`config.mk`:
```
export PLATFORM = sky130hd
export DESIGN_NAME = spi_mode0_subordinate_unit
export DESIGN_NICKNAME = d
export VERILOG_FILES = /design/src/hw/rtl/smsu_pkg.sv /design/src/hw/rtl/smsu_fifo.sv /design/src/hw/rtl/smsu_front.sv /design/src/hw/rtl/smsu_back.sv /design/src/hw/rtl/spi_mode0_subordinate_unit.sv
export SDC_FILE = /design/constraint.sdc
export NUM_CORES = 1
export LEC_CHECK = 0
export BUFFER_PORTS_ARGS = -buffer_cell sky130_fd_sc_hd__buf_2
export CORE_MARGIN = 4
export CORE_UTILIZATION = 40
export CTS_BUF_LIST = sky130_fd_sc_hd__clkbuf_4
export DETAILED_ROUTE_END_ITERATION = 6
export HOLD_SLACK_MARGIN = 0.05
export PLACE_DENSITY = 0.65
export SLEW_MARGIN = 20
export SYNTH_ARGS = -nofsm -noshare
export SYNTH_HDL_FRONTEND = slang
export SYNTH_SLANG_ARGS = --single-unit
```
`constraint.sdc`:
```
create_clock -name clk -period 7.5 [get_ports clk]
set_input_delay 0.75 -clock clk [delete_from_list [all_inputs] [get_ports clk]]
set_output_delay 0.75 -clock clk [all_outputs]
set_load 0.005 [all_outputs]
```
`src/hw/rtl/smsu_pkg.sv`:
```
`default_nettype none

package smsu_pkg;

	localparam int unsigned WORD_BITS = 8;
	localparam int unsigned CNT_W     = $clog2(WORD_BITS);
	localparam int unsigned PIN_W     = 3;
	localparam int unsigned REG_IDX_W = 3;

	typedef enum logic [1:0] {
		OP_MOSI   = 2'd0,
		OP_CLOCK  = 2'd1,
		OP_SELECT = 2'd2,
		OP_READ   = 2'd3
	} smsu_op_t;

	typedef enum logic [REG_IDX_W-1:0] {
		REG_SELECT_PIN   = 3'd0,
		REG_CLOCK_PIN    = 3'd1,
		REG_SDI_PIN      = 3'd2,
		REG_SDO_PIN      = 3'd3,
		REG_BYTE_REPLY   = 3'd4,
		REG_SELECT_REPLY = 3'd5
	} smsu_reg_t;

	typedef struct packed {
		smsu_op_t             operation;
		logic [WORD_BITS-1:0] port_data;
		logic [WORD_BITS-1:0] reply_byte;
	} smsu_item_t;

	typedef struct packed {
		logic                 byte_done;
		logic [WORD_BITS-1:0] received_byte;
		logic                 select_changed;
		logic                 select_active;
		logic [WORD_BITS-1:0] miso_read_data;
	} smsu_result_t;

	typedef struct packed {
		logic [PIN_W-1:0] select_pin;
		logic [PIN_W-1:0] clock_pin;
		logic [PIN_W-1:0] sdi_pin;
		logic [PIN_W-1:0] sdo_pin;
		logic             byte_reply_enable;
		logic             select_reply_enable;
	} smsu_cfg_t;

	// classified request handed from front to back
	typedef struct packed {
		smsu_op_t             op;
		logic                 level;
		logic [WORD_BITS-1:0] load_byte;
		logic [PIN_W-1:0]     read_pin;
	} smsu_cmd_t;

endpackage

`default_nettype wire

```
`src/hw/rtl/smsu_fifo.sv`:
```
`default_nettype none

module smsu_fifo #(
	parameter int unsigned WIDTH = 8,
	parameter int unsigned DEPTH = 2
) (
	input  wire logic             clk,
	input  wire logic             arst_n,
	input  wire logic             push,
	input  wire logic [WIDTH-1:0] din,
	output logic                  full,
	input  wire logic             pop,
	output logic [WIDTH-1:0]      dout,
	output logic                  empty
);

	localparam int unsigned PTR_W = (DEPTH > 1) ? $clog2(DEPTH) : 1;
	localparam int unsigned CNT_W = $clog2(DEPTH + 1);

	logic [WIDTH-1:0] mem_q [DEPTH];
	logic [PTR_W-1:0] wr_ptr_q, rd_ptr_q;
	logic [CNT_W-1:0] count_q;
	logic             do_push, do_pop;

	assign full    = (count_q == CNT_W'(DEPTH));
	assign empty   = (count_q == '0);
	assign do_push = push && !full;
	assign do_pop  = pop && !empty;
	assign dout    = mem_q[rd_ptr_q];

	always_ff @(posedge clk) begin
		if (do_push) begin
			mem_q[wr_ptr_q] <= din;
		end
	end

	always_ff @(posedge clk or negedge arst_n) begin
		if (!arst_n) begin
			wr_ptr_q <= '0;
			rd_ptr_q <= '0;
			count_q  <= '0;
		end else begin
			if (do_push) begin
				wr_ptr_q <= (wr_ptr_q == PTR_W'(DEPTH - 1)) ? '0 : wr_ptr_q + 1'b1;
			end
			if (do_pop) begin
				rd_ptr_q <= (rd_ptr_q == PTR_W'(DEPTH - 1)) ? '0 : rd_ptr_q + 1'b1;
			end
			if (do_push && !do_pop) begin
				count_q <= count_q + 1'b1;
			end else if (do_pop && !do_push) begin
				count_q <= count_q - 1'b1;
			end
		end
	end

	a_count_bound: assert property (@(posedge clk) disable iff (!arst_n)
		count_q <= CNT_W'(DEPTH))
		else $error("queue count beyond depth");

	a_pop_advances: assert property (@(posedge clk) disable iff (!arst_n)
		(do_pop && !do_push) |=> (count_q == $past(count_q) - 1'b1))
		else $error("pop without push did not drop the count");

endmodule

`default_nettype wire

```
`src/hw/rtl/smsu_front.sv`:
```
`default_nettype none

module smsu_front import smsu_pkg::*; (
	input  wire smsu_item_t item,
	input  wire smsu_cfg_t  cfg,
	output smsu_cmd_t       cmd
);

	logic [PIN_W-1:0] pin;

	// pick the port bit that this request looks at
	always_comb begin
		unique case (item.operation)
			OP_MOSI:   pin = cfg.sdi_pin;
			OP_CLOCK:  pin = cfg.clock_pin;
			OP_SELECT: pin = cfg.select_pin;
			OP_READ:   pin = cfg.sdo_pin;
			default:   pin = cfg.sdo_pin;
		endcase
	end

	always_comb begin
		cmd.op       = item.operation;
		cmd.level    = item.port_data[pin];
		cmd.read_pin = cfg.sdo_pin;
		// resolve the reply source now, so the back end only loads it
		if (item.operation == OP_SELECT) begin
			cmd.load_byte = cfg.select_reply_enable ? item.reply_byte : '1;
		end else begin
			cmd.load_byte = cfg.byte_reply_enable ? item.reply_byte : '1;
		end
	end

endmodule

`default_nettype wire

```
`src/hw/rtl/smsu_back.sv`:
```
`default_nettype none

module smsu_back import smsu_pkg::*; (
	input  wire logic      clk,
	input  wire logic      arst_n,
	input  wire smsu_cmd_t cmd,
	input  wire logic      cmd_empty,
	output logic           cmd_pop,
	input  wire logic      res_full,
	output logic           res_push,
	output smsu_result_t   res
);

	logic                 last_clk_q, last_sel_q, mosi_q, miso_q;
	logic [WORD_BITS-1:0] rx_q, tx_q;
	logic [CNT_W-1:0]     cnt_q;

	logic                 last_clk_d, last_sel_d, mosi_d, miso_d;
	logic [WORD_BITS-1:0] rx_d, tx_d;
	logic [CNT_W-1:0]     cnt_d;

	assign res_push = !cmd_empty && !res_full;
	assign cmd_pop  = res_push;

	always_comb begin
		last_clk_d = last_clk_q;
		last_sel_d = last_sel_q;
		mosi_d     = mosi_q;
		miso_d     = miso_q;
		rx_d       = rx_q;
		tx_d       = tx_q;
		cnt_d      = cnt_q;
		res        = '0;
		unique case (cmd.op)
			OP_MOSI: begin
				mosi_d = cmd.level;
			end
			OP_CLOCK: begin
				if (cmd.level != last_clk_q) begin
					last_clk_d = cmd.level;
					if (cmd.level) begin
						rx_d = {rx_q[WORD_BITS-2:0], mosi_q};
						if (cnt_q == CNT_W'(WORD_BITS - 1)) begin
							cnt_d             = '0;
							res.byte_done     = 1'b1;
							res.received_byte = rx_d;
							tx_d              = cmd.load_byte;
						end else begin
							cnt_d = cnt_q + 1'b1;
						end
					end else begin
						// falling edge: present MSB, advance the reply
						miso_d = tx_q[WORD_BITS-1];
						tx_d   = {tx_q[WORD_BITS-2:0], 1'b0};
					end
				end
			end
			OP_SELECT: begin
				if (cmd.level != last_sel_q) begin
					last_sel_d         = cmd.level;
					res.select_changed = 1'b1;
					res.select_active  = !cmd.level;
					tx_d               = cmd.load_byte;
					miso_d             = cmd.load_byte[WORD_BITS-1];
					cnt_d              = '0;
				end
			end
			OP_READ: begin
				res.miso_read_data = {{(WORD_BITS-1){1'b0}}, miso_q} << cmd.read_pin;
			end
			default: begin
			end
		endcase
	end

	always_ff @(posedge clk or negedge arst_n) begin
		if (!arst_n) begin
			last_clk_q <= 1'b0;
			last_sel_q <= 1'b1;
			mosi_q     <= 1'b0;
			miso_q     <= 1'b0;
			rx_q       <= '0;
			tx_q       <= '0;
			cnt_q      <= '0;
		end else if (res_push) begin
			last_clk_q <= last_clk_d;
			last_sel_q <= last_sel_d;
			mosi_q     <= mosi_d;
			miso_q     <= miso_d;
			rx_q       <= rx_d;
			tx_q       <= tx_d;
			cnt_q      <= cnt_d;
		end
	end

	a_done_clears_cnt: assert property (@(posedge clk) disable iff (!arst_n)
		(res_push && res.byte_done) |=> (cnt_q == '0))
		else $error("bit count not cleared after byte");

	a_sel_clears_cnt: assert property (@(posedge clk) disable iff (!arst_n)
		(res_push && res.select_changed) |=>
			(cnt_q == '0 && last_sel_q == !$past(res.select_active)))
		else $error("select change not applied");

	a_one_event: assert property (@(posedge clk) disable iff (!arst_n)
		res_push |-> !(res.byte_done && res.select_changed))
		else $error("byte and select events in one result");

endmodule

`default_nettype wire

```
`src/hw/rtl/spi_mode0_subordinate_unit.sv`:
```
// Requests pass through the request queue to the back end, which updates the SPI state
// once per request, one request per cycle while the result queue has room.
// Two short queues, request side and result side, let each side stall on its own.
// Reset (arst_n low, asynchronous) restores the pin and reply registers to defaults,
// empties both queues and returns the shift state to idle with select inactive.
`default_nettype none

module spi_mode0_subordinate_unit import smsu_pkg::*; #(
	parameter int unsigned QUEUE_DEPTH = 2
) (
	input  wire logic         clk,
	input  wire logic         arst_n,
	input  wire logic         push,
	output logic              full,
	input  wire smsu_item_t   item,
	output logic              empty,
	input  wire logic         pop,
	output smsu_result_t      result,
	input  wire logic         psel,
	input  wire logic         penable,
	input  wire logic         pwrite,
	input  wire logic [4:0]   paddr,
	input  wire logic [31:0]  pwdata,
	output logic [31:0]       prdata,
	output logic              pready
);

	smsu_cfg_t    cfg_q;
	smsu_cmd_t    cmd_in, cmd_out;
	smsu_result_t res;
	smsu_reg_t    reg_idx;
	logic         cmd_empty, cmd_pop, res_full, res_push;

	assign pready  = 1'b1;
	assign reg_idx = smsu_reg_t'(paddr[4:2]);

	always_ff @(posedge clk or negedge arst_n) begin
		if (!arst_n) begin
			cfg_q.select_pin          <= PIN_W'(0);
			cfg_q.clock_pin           <= PIN_W'(1);
			cfg_q.sdi_pin             <= PIN_W'(2);
			cfg_q.sdo_pin             <= PIN_W'(3);
			cfg_q.byte_reply_enable   <= 1'b1;
			cfg_q.select_reply_enable <= 1'b1;
		end else if (psel && penable && pwrite && pready) begin
			unique case (reg_idx)
				REG_SELECT_PIN:   cfg_q.select_pin          <= pwdata[PIN_W-1:0];
				REG_CLOCK_PIN:    cfg_q.clock_pin           <= pwdata[PIN_W-1:0];
				REG_SDI_PIN:      cfg_q.sdi_pin             <= pwdata[PIN_W-1:0];
				REG_SDO_PIN:      cfg_q.sdo_pin             <= pwdata[PIN_W-1:0];
				REG_BYTE_REPLY:   cfg_q.byte_reply_enable   <= pwdata[0];
				REG_SELECT_REPLY: cfg_q.select_reply_enable <= pwdata[0];
				default: begin
				end
			endcase
		end
	end

	always_comb begin
		unique case (reg_idx)
			REG_SELECT_PIN:   prdata = {{(32-PIN_W){1'b0}}, cfg_q.select_pin};
			REG_CLOCK_PIN:    prdata = {{(32-PIN_W){1'b0}}, cfg_q.clock_pin};
			REG_SDI_PIN:      prdata = {{(32-PIN_W){1'b0}}, cfg_q.sdi_pin};
			REG_SDO_PIN:      prdata = {{(32-PIN_W){1'b0}}, cfg_q.sdo_pin};
			REG_BYTE_REPLY:   prdata = {31'b0, cfg_q.byte_reply_enable};
			REG_SELECT_REPLY: prdata = {31'b0, cfg_q.select_reply_enable};
			default:          prdata = '0;
		endcase
	end

	smsu_front u_front (
		.item (item),
		.cfg  (cfg_q),
		.cmd  (cmd_in)
	);

	smsu_fifo #(
		.WIDTH ($bits(smsu_cmd_t)),
		.DEPTH (QUEUE_DEPTH)
	) u_cmd_fifo (
		.clk    (clk),
		.arst_n (arst_n),
		.push   (push),
		.din    (cmd_in),
		.full   (full),
		.pop    (cmd_pop),
		.dout   (cmd_out),
		.empty  (cmd_empty)
	);

	smsu_back u_back (
		.clk       (clk),
		.arst_n    (arst_n),
		.cmd       (cmd_out),
		.cmd_empty (cmd_empty),
		.cmd_pop   (cmd_pop),
		.res_full  (res_full),
		.res_push  (res_push),
		.res       (res)
	);

	smsu_fifo #(
		.WIDTH ($bits(smsu_result_t)),
		.DEPTH (QUEUE_DEPTH)
	) u_res_fifo (
		.clk    (clk),
		.arst_n (arst_n),
		.push   (res_push),
		.din    (res),
		.full   (res_full),
		.pop    (pop),
		.dout   (result),
		.empty  (empty)
	);

endmodule

`default_nettype wire
```
==> results.md, run 1 <==
* Status: completed
* HP Class: in -> async
* Maximum root-to-sink buffer count at 2
* Clock power share at 13.6%
* Slew margin rel. at 40.1%
* Grt ovf at 0
* Final nets at 491
* Max stage delay on crit path at 0.94 ns
* Global placer's final weighted congestion at 0.861
* Pin count of the biggest net entering global routing at 45
* Via count at 2785
* Net Sw Frac at 33.9%
* Die width at 122 microns
* All-Layer GR Usage at 11.5%
* CTS Hold Bufs at 0
* Share of the synthesized area in the top cell type at 38.2%
* Min Tclk post-route at 2.97 ns
* Worst Tran Pin Value at 0.898 ns
* Clock skew at 0.0176 ns
* Final setup fails at 0
* Post-DR wirelength/cell at 13.6 microns
* Register area share after synthesis at 59.6%
* WL final at 8.10 mm
* Row count at 41
* Worst EP arrival at 3.33 ns
* VDD IR max at 0.000131 V
* Final Max Tran Viols at 0
* Top delay family on crit path: multiplexers
* Hold slack at 0.255 ns
* Initial DRC Count at 117
* Die area at 14900 sq um
* Slowest CP cell: dfrtp_1
* Non-Filler Instances at 597
* Synth area leaders: edfxtp_1 38%, dfrtp_1 18%, mux2_2 8.3%
* Worst-path cell chain: mux2i_1, inv_1, ha_1, nor2_2, mux2_2, mux2_4
* Starting Density at 40.9%
* Fraction of registers with async set/reset at 40.0%
* Commonest cells in the netlist: 66 x edfxtp_1, 38 x mux2_2, 37 x dfrtp_1
* Clock sink count at 110
* DPL Wire Length at 5.73 mm
* Antenna-violating nets left at 0
* Leak at 2.36 nW
* Clk Latency, worst-skew pair at 0.47 ns
* Final period util at 39.6%
* Die H at 122 microns
* # DRC at 0
* Top-count cell post-synth: edfxtp_1
* Sequential power share at 50.3%
* Internal power at 0.00136 W
* Comb power frac at 36.1%
* Antenna violations before repair at 0
* Post-synthesis cell type count at 45
* Ys Warns at 0
* Core area at 12700 sq um
* Critical path required time at 7.86 ns
* FF+latch area at 3090 sq um
* Post-DR vias/cell at 4.66
* Worst-path clk slew at 0.18 ns
* Fin util at 44.5%
* Cells after Synth at 367
* Ant diodes at 0
* CP Max Fanout at 21
* TritonCTS clock tree: built
* Area leader, netlist: edfxtp_1
* Post-route setup TNS at 0 ns
* CP Class: reg -> reg
* Critical path buffers and inverters at 1
* Multi-input logic area at 1850 sq um
* Number of flops mapped to enable cells by yosys at 66
* Resized cells post-CTS at 0
* Area grow syn2layout at 8.76%
* Max-cap violations at 0
* FILL cells at 1205
* Root Buffer: clkbuf_4
* Unrepaired setup endpoints after global routing: no
* PortBufs at 54
* Hold Fails Final Rpt at 0
* PD cells at 364 nW/um^2
* Max H-tree Level at 3
* CTS Buf Count at 9
* Most common flop cell mapped by yosys: edfxtp_1
* IO Pins at 116
* Placed cell count at 581
* Vias in the first global route at 2701
* Share of layout cells above drive strength 1 at 32.7%
* P_sw at 0.000696 W
* First-pass GRT wire length at 13.2 mm
* Maximum clock frequency at 0.337 GHz
* Flops & latches, synth at 110
* Synth Cell Area at 5190 sq um
* Setup Buffers After CTS at 0
* Kind of end point of the critical path: flip-flop
* Drt first pass iters at 4
* Startpoint Class: flip-flop
* Syn_area_per_cell at 14.1 sq um
cells by family (layout without fill, tap and decap cells):
family	count (synthesis)	in the layout	synth area share, %
flip-flops	110	110	59.6
multiplexers	89	89	20.1
AND/OR/NAND/NOR	75	75	7.72
buffers and inverters	58	88	6.71
AO/OA/AOI/OAI	14	14	1.86
XOR/XNOR	10	10	1.69
adder cells (fa/ha/maj)	9	9	2.17
other	2	30	0.145
flip-flops by register name, indices dropped and copies added, names as in the netlist, 2 cells and up:
register,cells
u_res_fifo.mem_q,38
u_back.tx_q,8
u_cmd_fifo.mem_q,28
u_back.cnt_q,3
u_res_fifo.count_q,2
cfg_q,14
u_cmd_fifo.count_q,2
u_back.rx_q,7
layout make-up:
class,count,area share [%]
clock buffer,9,1.20
clock inverter,7,1.18
inverter,16,1.06
multi-input combinational,227,32.8
sequential,110,54.8
tap,172,3.82
timing repair buffer,56,5.10
final timing paths:
| kind | start | end | slack, ns | cells past startpoint |
|---|---|---|---|---|
| worst max register to register | u_cmd_fifo.rd_ptr_q | u_back.tx_q[2] | 4.53 | 6 |
| max in group asynchronous | arst_n | u_back.last_sel_q | 6.84 | 1 |
| worst min register to register | u_res_fifo.wr_ptr_q | u_res_fifo.wr_ptr_q | 0.50 | 1 |
| worst max-delay path | u_cmd_fifo.rd_ptr_q | u_back.tx_q[2] | 4.53 | 6 |
| min in group clk | u_res_fifo.wr_ptr_q | u_res_fifo.wr_ptr_q | 0.50 | 1 |
| worst min-delay path | arst_n | cfg_q[11] | 0.25 | 1 |
layer usage:
metal	wire [microns]	global-route usage, %
met5	0	0
met4	110	3.99
met2	3900	18.9
met1	3620	14.4
met3	460	3.81
per-stage QoR:
step           area, sq um  worst slack, ns  total power [W]
6_report              5640             4.53          0.00206
5_1_grt               5640             4.31          0.00221
4_1_cts               5640             4.48          0.00209
3_5_place_dp          5500             4.53          0.00181
3_3_place_gp          5500             4.58          0.00178
2_1_floorplan         5290             4.78          0.00160
power groups by stage:
stage	combinational, W	sequential (W)	clock (W)
6_report	0.000742	0.00103	0.000280
3_3_place_gp	0.000738	0.00104	0
2_1_floorplan	0.000609	0.000986	0
5_1_grt	0.000832	0.00106	0.000318
3_5_place_dp	0.000756	0.00105	0
4_1_cts	0.000760	0.00104	0.000293
cells in the final DEF (no fill, tap or decap), drive strengths merged, types with 4 or more instances in the layout:
master  count
and3       10
buf        56
clkbuf      9
conb       30
dfrtp      37
dfstp       7
edfxtp     66
ha          9
inv        20
mux2       59
mux2i      25
mux4        5
nand2      10
nand2b      4
nor2       20
nor2b       5
nor3        4
o21ai       5
or2         9
xnor2       7
(Power assumes the default switching activity.)
==> inputs of run 2 (changes only) <==
==> constraint.sdc (replaced) <==
create_clock -name clk -period 2.9 [get_ports clk]
set_input_delay 0.29 -clock clk [delete_from_list [all_inputs] [get_ports clk]]
set_output_delay 0.29 -clock clk [all_outputs]
set_load 0.005 [all_outputs]
==> results.md, run 2 (synthesized netlist as in run 1, its figures left out) <==
* Post-DR vias/cell at 4.66 (-0.18%)
* Antenna violations before repair at 0 (unchanged)
* Clock skew at 0.0256 ns (+0.00807 ns)
* All-Layer GR Usage at 11.9% (+0.36 points)
* Ant diodes at 0 (unchanged)
* Total power at 0.00538 W (+160%)
* Slew margin rel. at 44.9% (+4.8 points)
* Status: completed
* Largest regs: u_res_fifo.mem_q (38), u_cmd_fifo.mem_q (28), cfg_q (14)
* Maximum clock frequency at 0.401 GHz (+19%)
* Clk Latency, worst-skew pair at 0.48 ns (about the same)
* Pin count of the biggest net entering global routing at 45 (unchanged)
* Final nets at 503 (+2.4%)
* Row count at 41 (unchanged)
* Critical path required time at 3.31 ns (-4.55 ns)
* Share of layout cells above drive strength 1 at 33.0% (+0.25 points)
* Initial DRC Count at 123 (+5.1%)
* Clock sink count at 110 (unchanged)
* Global placer's final weighted congestion at 0.868 (+0.87%)
* Critical path buffers and inverters at 2 (+1)
* Leak at 2.41 nW (+2.4%)
* CTS Buf Count at 9 (unchanged)
* Pre-CTS setup slack at 0.411 ns (-4.12 ns)
* Kind of end point of the critical path: flip-flop
* Post-route setup TNS at 0 ns (unchanged)
* Top reg by flops: u_res_fifo.mem_q
* Post-DR wirelength/cell at 13.6 microns (+0.33%)
* PD cells at 936 nW/um^2 (+160%)
* Commonest non-fill, non-tap cells in the layout: 66 x edfxtp_1, 53 x buf_2, 38 x mux2_2
* Grt ovf at 0 (unchanged)
* Min Tclk post-route at 2.49 ns (-0.478 ns)
* DPL Wire Length at 5.90 mm (+3.0%)
* Max-cap violations at 0 (unchanged)
* Starting Density at 40.9% (unchanged)
* IO Pins at 116 (unchanged)
* Vias in the first global route at 2883 (+6.7%)
* Final setup fails at 0 (unchanged)
* PortBufs at 54 (unchanged)
* Multi-input logic area at 1850 sq um (unchanged)
* Core area at 12700 sq um (unchanged)
* Max H-tree Level at 3 (unchanged)
* Die area at 14900 sq um (unchanged)
* Worst Tran Pin Value at 0.826 ns (-0.0718 ns)
* Unrepaired setup endpoints after global routing: no
* Top cell by count, worst path: mux2i_1
* Max stage delay on crit path at 0.61 ns (-0.33 ns)
* Max reg flops at 38 (unchanged)
* Most common cell after layout, fill and taps aside: edfxtp_1
* FF+latch area at 3090 sq um (unchanged)
* Worst EP arrival at 2.91 ns (-0.42 ns)
* VDD IR max at 0.000304 V (+130%)
* Drt first pass iters at 4 (unchanged)
* Final worst slack at 0.407 ns (-4.12 ns)
* Worst-path cell chain: mux2i_1, inv_1, ha_1, o21ai_0, o2111a_1, buf_4, mux2i_1
* Die width at 122 microns (unchanged)
* Top delay family on crit path: compound AO/OA/AOI/OAI gates
* FILL cells at 1183 (-1.8%)
* Maximum root-to-sink buffer count at 2 (unchanged)
* Slowest CP cell: dfrtp_1
* Startpoint Class: flip-flop
* Final period util at 86.0% (+46 points)
* Antenna-violating nets left at 0 (unchanged)
* Die H at 122 microns (unchanged)
* Non-Filler Instances at 609 (+2.0%)
* Worst-path clk slew at 0.16 ns (-0.02 ns)
* WL final at 8.29 mm (+2.3%)
* # DRC at 0 (unchanged)
* CP Max Fanout at 13 (-38%)
* Via count at 2836 (+1.8%)
* Setup Buffers After CTS at 0 (unchanged)
* CP Class: reg -> reg
* Final Max Tran Viols at 0 (unchanged)
* HP Class: in -> reg
* Hold Fails Final Rpt at 0 (unchanged)
* Root Buffer: clkbuf_4
* First-pass GRT wire length at 13.8 mm (+4.8%)
* Area grow syn2layout at 11.0%
* Placed cell count at 585 (+0.69%)
* TritonCTS clock tree: built
run 2: changes by cell type in the layout (fill, tap and decap cells not counted), sizes merged:
cell | previous run | this run
dlygate4sd3 | 0 | 8
buf | 56 | 60
clkbuf | 9 | 10
clkinv | 3 | 2
run 2: path summary, 6_finish.rpt:
kind,start,endpoint,slack (ns),depth (start not counted)
worst max-delay path,u_cmd_fifo.rd_ptr_q,u_back.tx_q[3],0.41,7
worst min-delay path,item[3],u_cmd_fifo.mem_q[1][6],0.1,2
worst max register to register,u_cmd_fifo.rd_ptr_q,u_back.tx_q[3],0.41,7
worst min register to register,u_res_fifo.wr_ptr_q,u_res_fifo.wr_ptr_q,0.50,1
max in group asynchronous,arst_n,u_res_fifo.rd_ptr_q,2.17,2
min in group asynchronous,arst_n,u_back.miso_q,0.32,2
run 2: where the power goes:
part	switching (W)	internal (W)	total (W)
Combinational	0.000983	0.00102	0.00201
Sequential	0.000304	0.00234	0.00264
Clock	0.000525	0.000211	0.000736
Total	0.00181	0.00357	0.00538
run 2: repair_timing:
item / in CTS / in global routing
endpoints found under the hold margin: 49 / 2
resized for setup: 0 / 0
hold buffers: 7 / 1
run 2: cell type report:
class,count,share of cell area [%]
inverters,16,1.04
clock inverters,6,1.09
repair buffers,68,6.91
multi-input cells,227,32.2
well taps,172,3.74
flip-flops and latches,110,53.7
clock buffers,10,1.30
run 2: per-stage QoR:
stage	instance area, sq um	hold WS [ns]	util [%]
2_1_floorplan	5290	-0.00559	-
3_3_place_gp	5530	0.459	43.7
3_5_place_dp	5530	0.476	43.7
4_1_cts	5740	0.0515	45.3
5_1_grt	5750	0.0505	45.4
6_report	5750	0.0987	45.4
run 2: layer usage:
metal,global-route usage (%),vias up,wire (microns)
met3,3.81,7,439
met2,19.3,66,4060
met5,0,-,0
met4,3.78,0,81
met1,15.3,1380,3700
li1,-,1383,-
==> inputs of run 3 (changes only) <==
--- a/config.mk
+++ b/config.mk
@@ -6,7 +6,7 @@
 export NUM_CORES = 1
 export LEC_CHECK = 0
 export BUFFER_PORTS_ARGS = -buffer_cell sky130_fd_sc_hd__buf_2
-export CORE_MARGIN = 4
+export CORE_MARGIN = 2
 export CORE_UTILIZATION = 40
 export CTS_BUF_LIST = sky130_fd_sc_hd__clkbuf_4
 export DETAILED_ROUTE_END_ITERATION = 6
==> results.md, run 3 (synthesized netlist as in run 1, its figures left out) <==
* First-pass GRT wire length at 14.3 mm (+3.8%)
* CP Class: reg -> reg
* Final period util at 86.0% (about the same)
* Post-DR wirelength/cell at 13.8 microns (+1.5%)
* Worst-path clk slew at 0.16 ns (about the same)
* Slew margin rel. at 43.0% (-1.9 points)
* Final Max Tran Viols at 0 (unchanged)
* Clock skew at 0.0153 ns (-0.0103 ns)
* Share of layout cells above drive strength 1 at 32.8% (-0.15 points)
* Maximum clock frequency at 0.401 GHz (about the same)
* Die H at 118 microns (-3.3%)
* Post-DR vias/cell at 4.73 (+1.7%)
* HP Class: in -> reg
* All-Layer GR Usage at 13.2% (+1.3 points)
* Worst hold start: item[3]
* Unrepaired setup endpoints after global routing: no
* R2R Path Start: u_cmd_fifo.rd_ptr_q
* Worst EP arrival at 2.90 ns (about the same)
* Placed cell count at 585 (unchanged)
* VDD IR max at 0.000299 V (-1.8%)
* Final setup fails at 0 (unchanged)
* FILL cells at 1177 (-0.51%)
* Internal power at 0.00357 W (-0.10%)
* Antenna violations before repair at 0 (unchanged)
* Max H-tree Level at 3 (unchanged)
* P_sw at 0.00181 W (about the same)
* Critical path required time at 3.30 ns (about the same)
* Worst R2R End: u_back.tx_q[4]
* Net Sw Frac at 33.7% (about the same)
* Clock sink count at 110 (unchanged)
* Sequential power share at 49.3% (+0.2 points)
* Comb power frac at 37.4% (+0.2 points)
* Global placer's final weighted congestion at 0.811 (-6.6%)
* Grt ovf at 0 (unchanged)
* Non-Filler Instances at 611 (+0.33%)
* Commonest non-fill, non-tap cells in the layout: 66 x edfxtp_1, 53 x buf_2, 38 x mux2_2
* Area grow syn2layout at 11.1%
* Flop-to-flop setup slack at 0.41 ns (about the same)
* IO Pins at 116 (unchanged)
* Hold EP: u_cmd_fifo.mem_q[0][6]
* CP Max Fanout at 13 (unchanged)
* Leak at 2.41 nW (about the same)
* Hold path depth at 2 (unchanged)
* Clk Latency, worst-skew pair at 0.47 ns (about the same)
* Pre-CTS setup slack at 0.425 ns (+0.0138 ns)
* Vias in the first global route at 2854 (-1.0%)
* PortBufs at 54 (unchanged)
* PD cells at 934 nW/um^2 (-0.23%)
* CTS Buf Count at 9 (unchanged)
* Antenna-violating nets left at 0 (unchanged)
* Clock power share at 13.3% (-0.4 points)
* Largest regs: u_res_fifo.mem_q (38), u_cmd_fifo.mem_q (28), cfg_q (14)
* Initial DRC Count at 157 (+28%)
* Max-cap violations at 0 (unchanged)
* Via count at 2893 (+2.0%)
* Startpoint Class: flip-flop
* Hold Fails Final Rpt at 0 (unchanged)
* Pin count of the biggest net entering global routing at 45 (unchanged)
* Die width at 118 microns (-3.3%)
* Starting Density at 41.1% (+0.17 points)
* Most common cell after layout, fill and taps aside: edfxtp_1
* WL final at 8.44 mm (+1.8%)
* DPL Wire Length at 5.94 mm (+0.67%)
* Status: completed
* TritonCTS clock tree: built
* Worst Reg-to-Reg Cells at 7 (unchanged)
* Maximum root-to-sink buffer count at 2 (unchanged)
* Max reg flops at 38 (unchanged)
* Ant diodes at 0 (unchanged)
* Top reg by flops: u_res_fifo.mem_q
* Drt first pass iters at 4 (unchanged)
* Final worst slack at 0.406 ns (-0.00190 ns)
* Row count at 41 (unchanged)
* Post-route setup TNS at 0 ns (unchanged)
* Post-route cell area at 5760 sq um (+0.17%)
* Core area at 12600 sq um (-0.40%)
* Worst Tran Pin Value at 0.856 ns (+0.0291 ns)
* Root Buffer: clkbuf_4
* Min Tclk post-route at 2.49 ns (+0.00190 ns)
* Die area at 13900 sq um (-6.5%)
* Cell area after placement at 5530 sq um (unchanged)
* # DRC at 0 (unchanged)
* Total power at 0.00538 W (about the same)
* Kind of end point of the critical path: flip-flop
* Final nets at 505 (+0.40%)
-- run 3: what timing repair did --
item | in CTS | in global routing
endpoints found under the hold margin | 43 | 12
buffers inserted | 0 | 0
resized for setup | 0 | 0
hold buffers | 4 | 6
-- run 3: worst max-delay path: stages (launching register included) --
cell      delay [ns]
dfrtp_1         0.61
mux2i_1         0.35
inv_1           0.10
ha_1            0.34
o21ai_0         0.17
o2111a_1        0.48
buf_4           0.20
mux2i_1         0.17
-- run 3: worst max-delay path by stage --
stage	startpoint	endpoint	slack, ns	depth (start not counted)
2_1_floorplan	u_cmd_fifo.rd_ptr_q	u_back.tx_q[1]	0.18	9
5_1_grt	u_cmd_fifo.rd_ptr_q	u_back.tx_q[4]	0.10	7
3_5_place_dp	u_cmd_fifo.rd_ptr_q	u_back.tx_q[1]	0.43	6
4_1_cts	u_cmd_fifo.rd_ptr_q	u_back.tx_q[4]	0.39	7
3_3_place_gp	u_cmd_fifo.rd_ptr_q	u_back.tx_q[2]	0.45	6
6_report	u_cmd_fifo.rd_ptr_q	u_back.tx_q[4]	0.41	7
-- run 3: area by class of cell --
class	instances	area, sq um	share of cell area [%]
Tap cell	172	215	3.73
Multi-Input combinational cell	227	1850	32.1
Clock buffer	10	75.1	1.30
Clock inverter	6	52.6	0.912
Inverter	16	60.1	1.04
Sequential cell	110	3090	53.6
Timing Repair Buffer	70	418	7.25
-- run 3: metal layers --
| metal | vias to the layer above | global-route usage (%) | part of all wire [%] |
|---|---|---|---|
| li1 | 1392 | - | - |
| met1 | 1417 | 16.7 | 45 |
| met2 | 73 | 21.3 | 49 |
| met3 | 11 | 4.22 | 4.3 |
| met4 | 0 | 4.82 | 1.8 |
| met5 | - | 0 | 0 |
-- run 3: power by group through the flow --
stage / Sequential, W / Combinational, W / Clock (W)
floorplan: 0.00255 / 0.00158 / 0
global placement: 0.00265 / 0.00198 / 0
detailed placement: 0.00270 / 0.00203 / 0
CTS: 0.00266 / 0.00205 / 0.000742
global route: 0.00273 / 0.00225 / 0.000813
finish: 0.00266 / 0.00201 / 0.000714
-- run 3: metrics by stage --
stage | util (%) | hold WS, ns
after CTS | 45.2 | 0.0506
after global placement | 43.9 | 0.460
after detailed placement | 43.9 | 0.470
after global routing | 45.7 | 0.0533
final | 45.7 | 0.0909
after floorplan | - | -0.00559
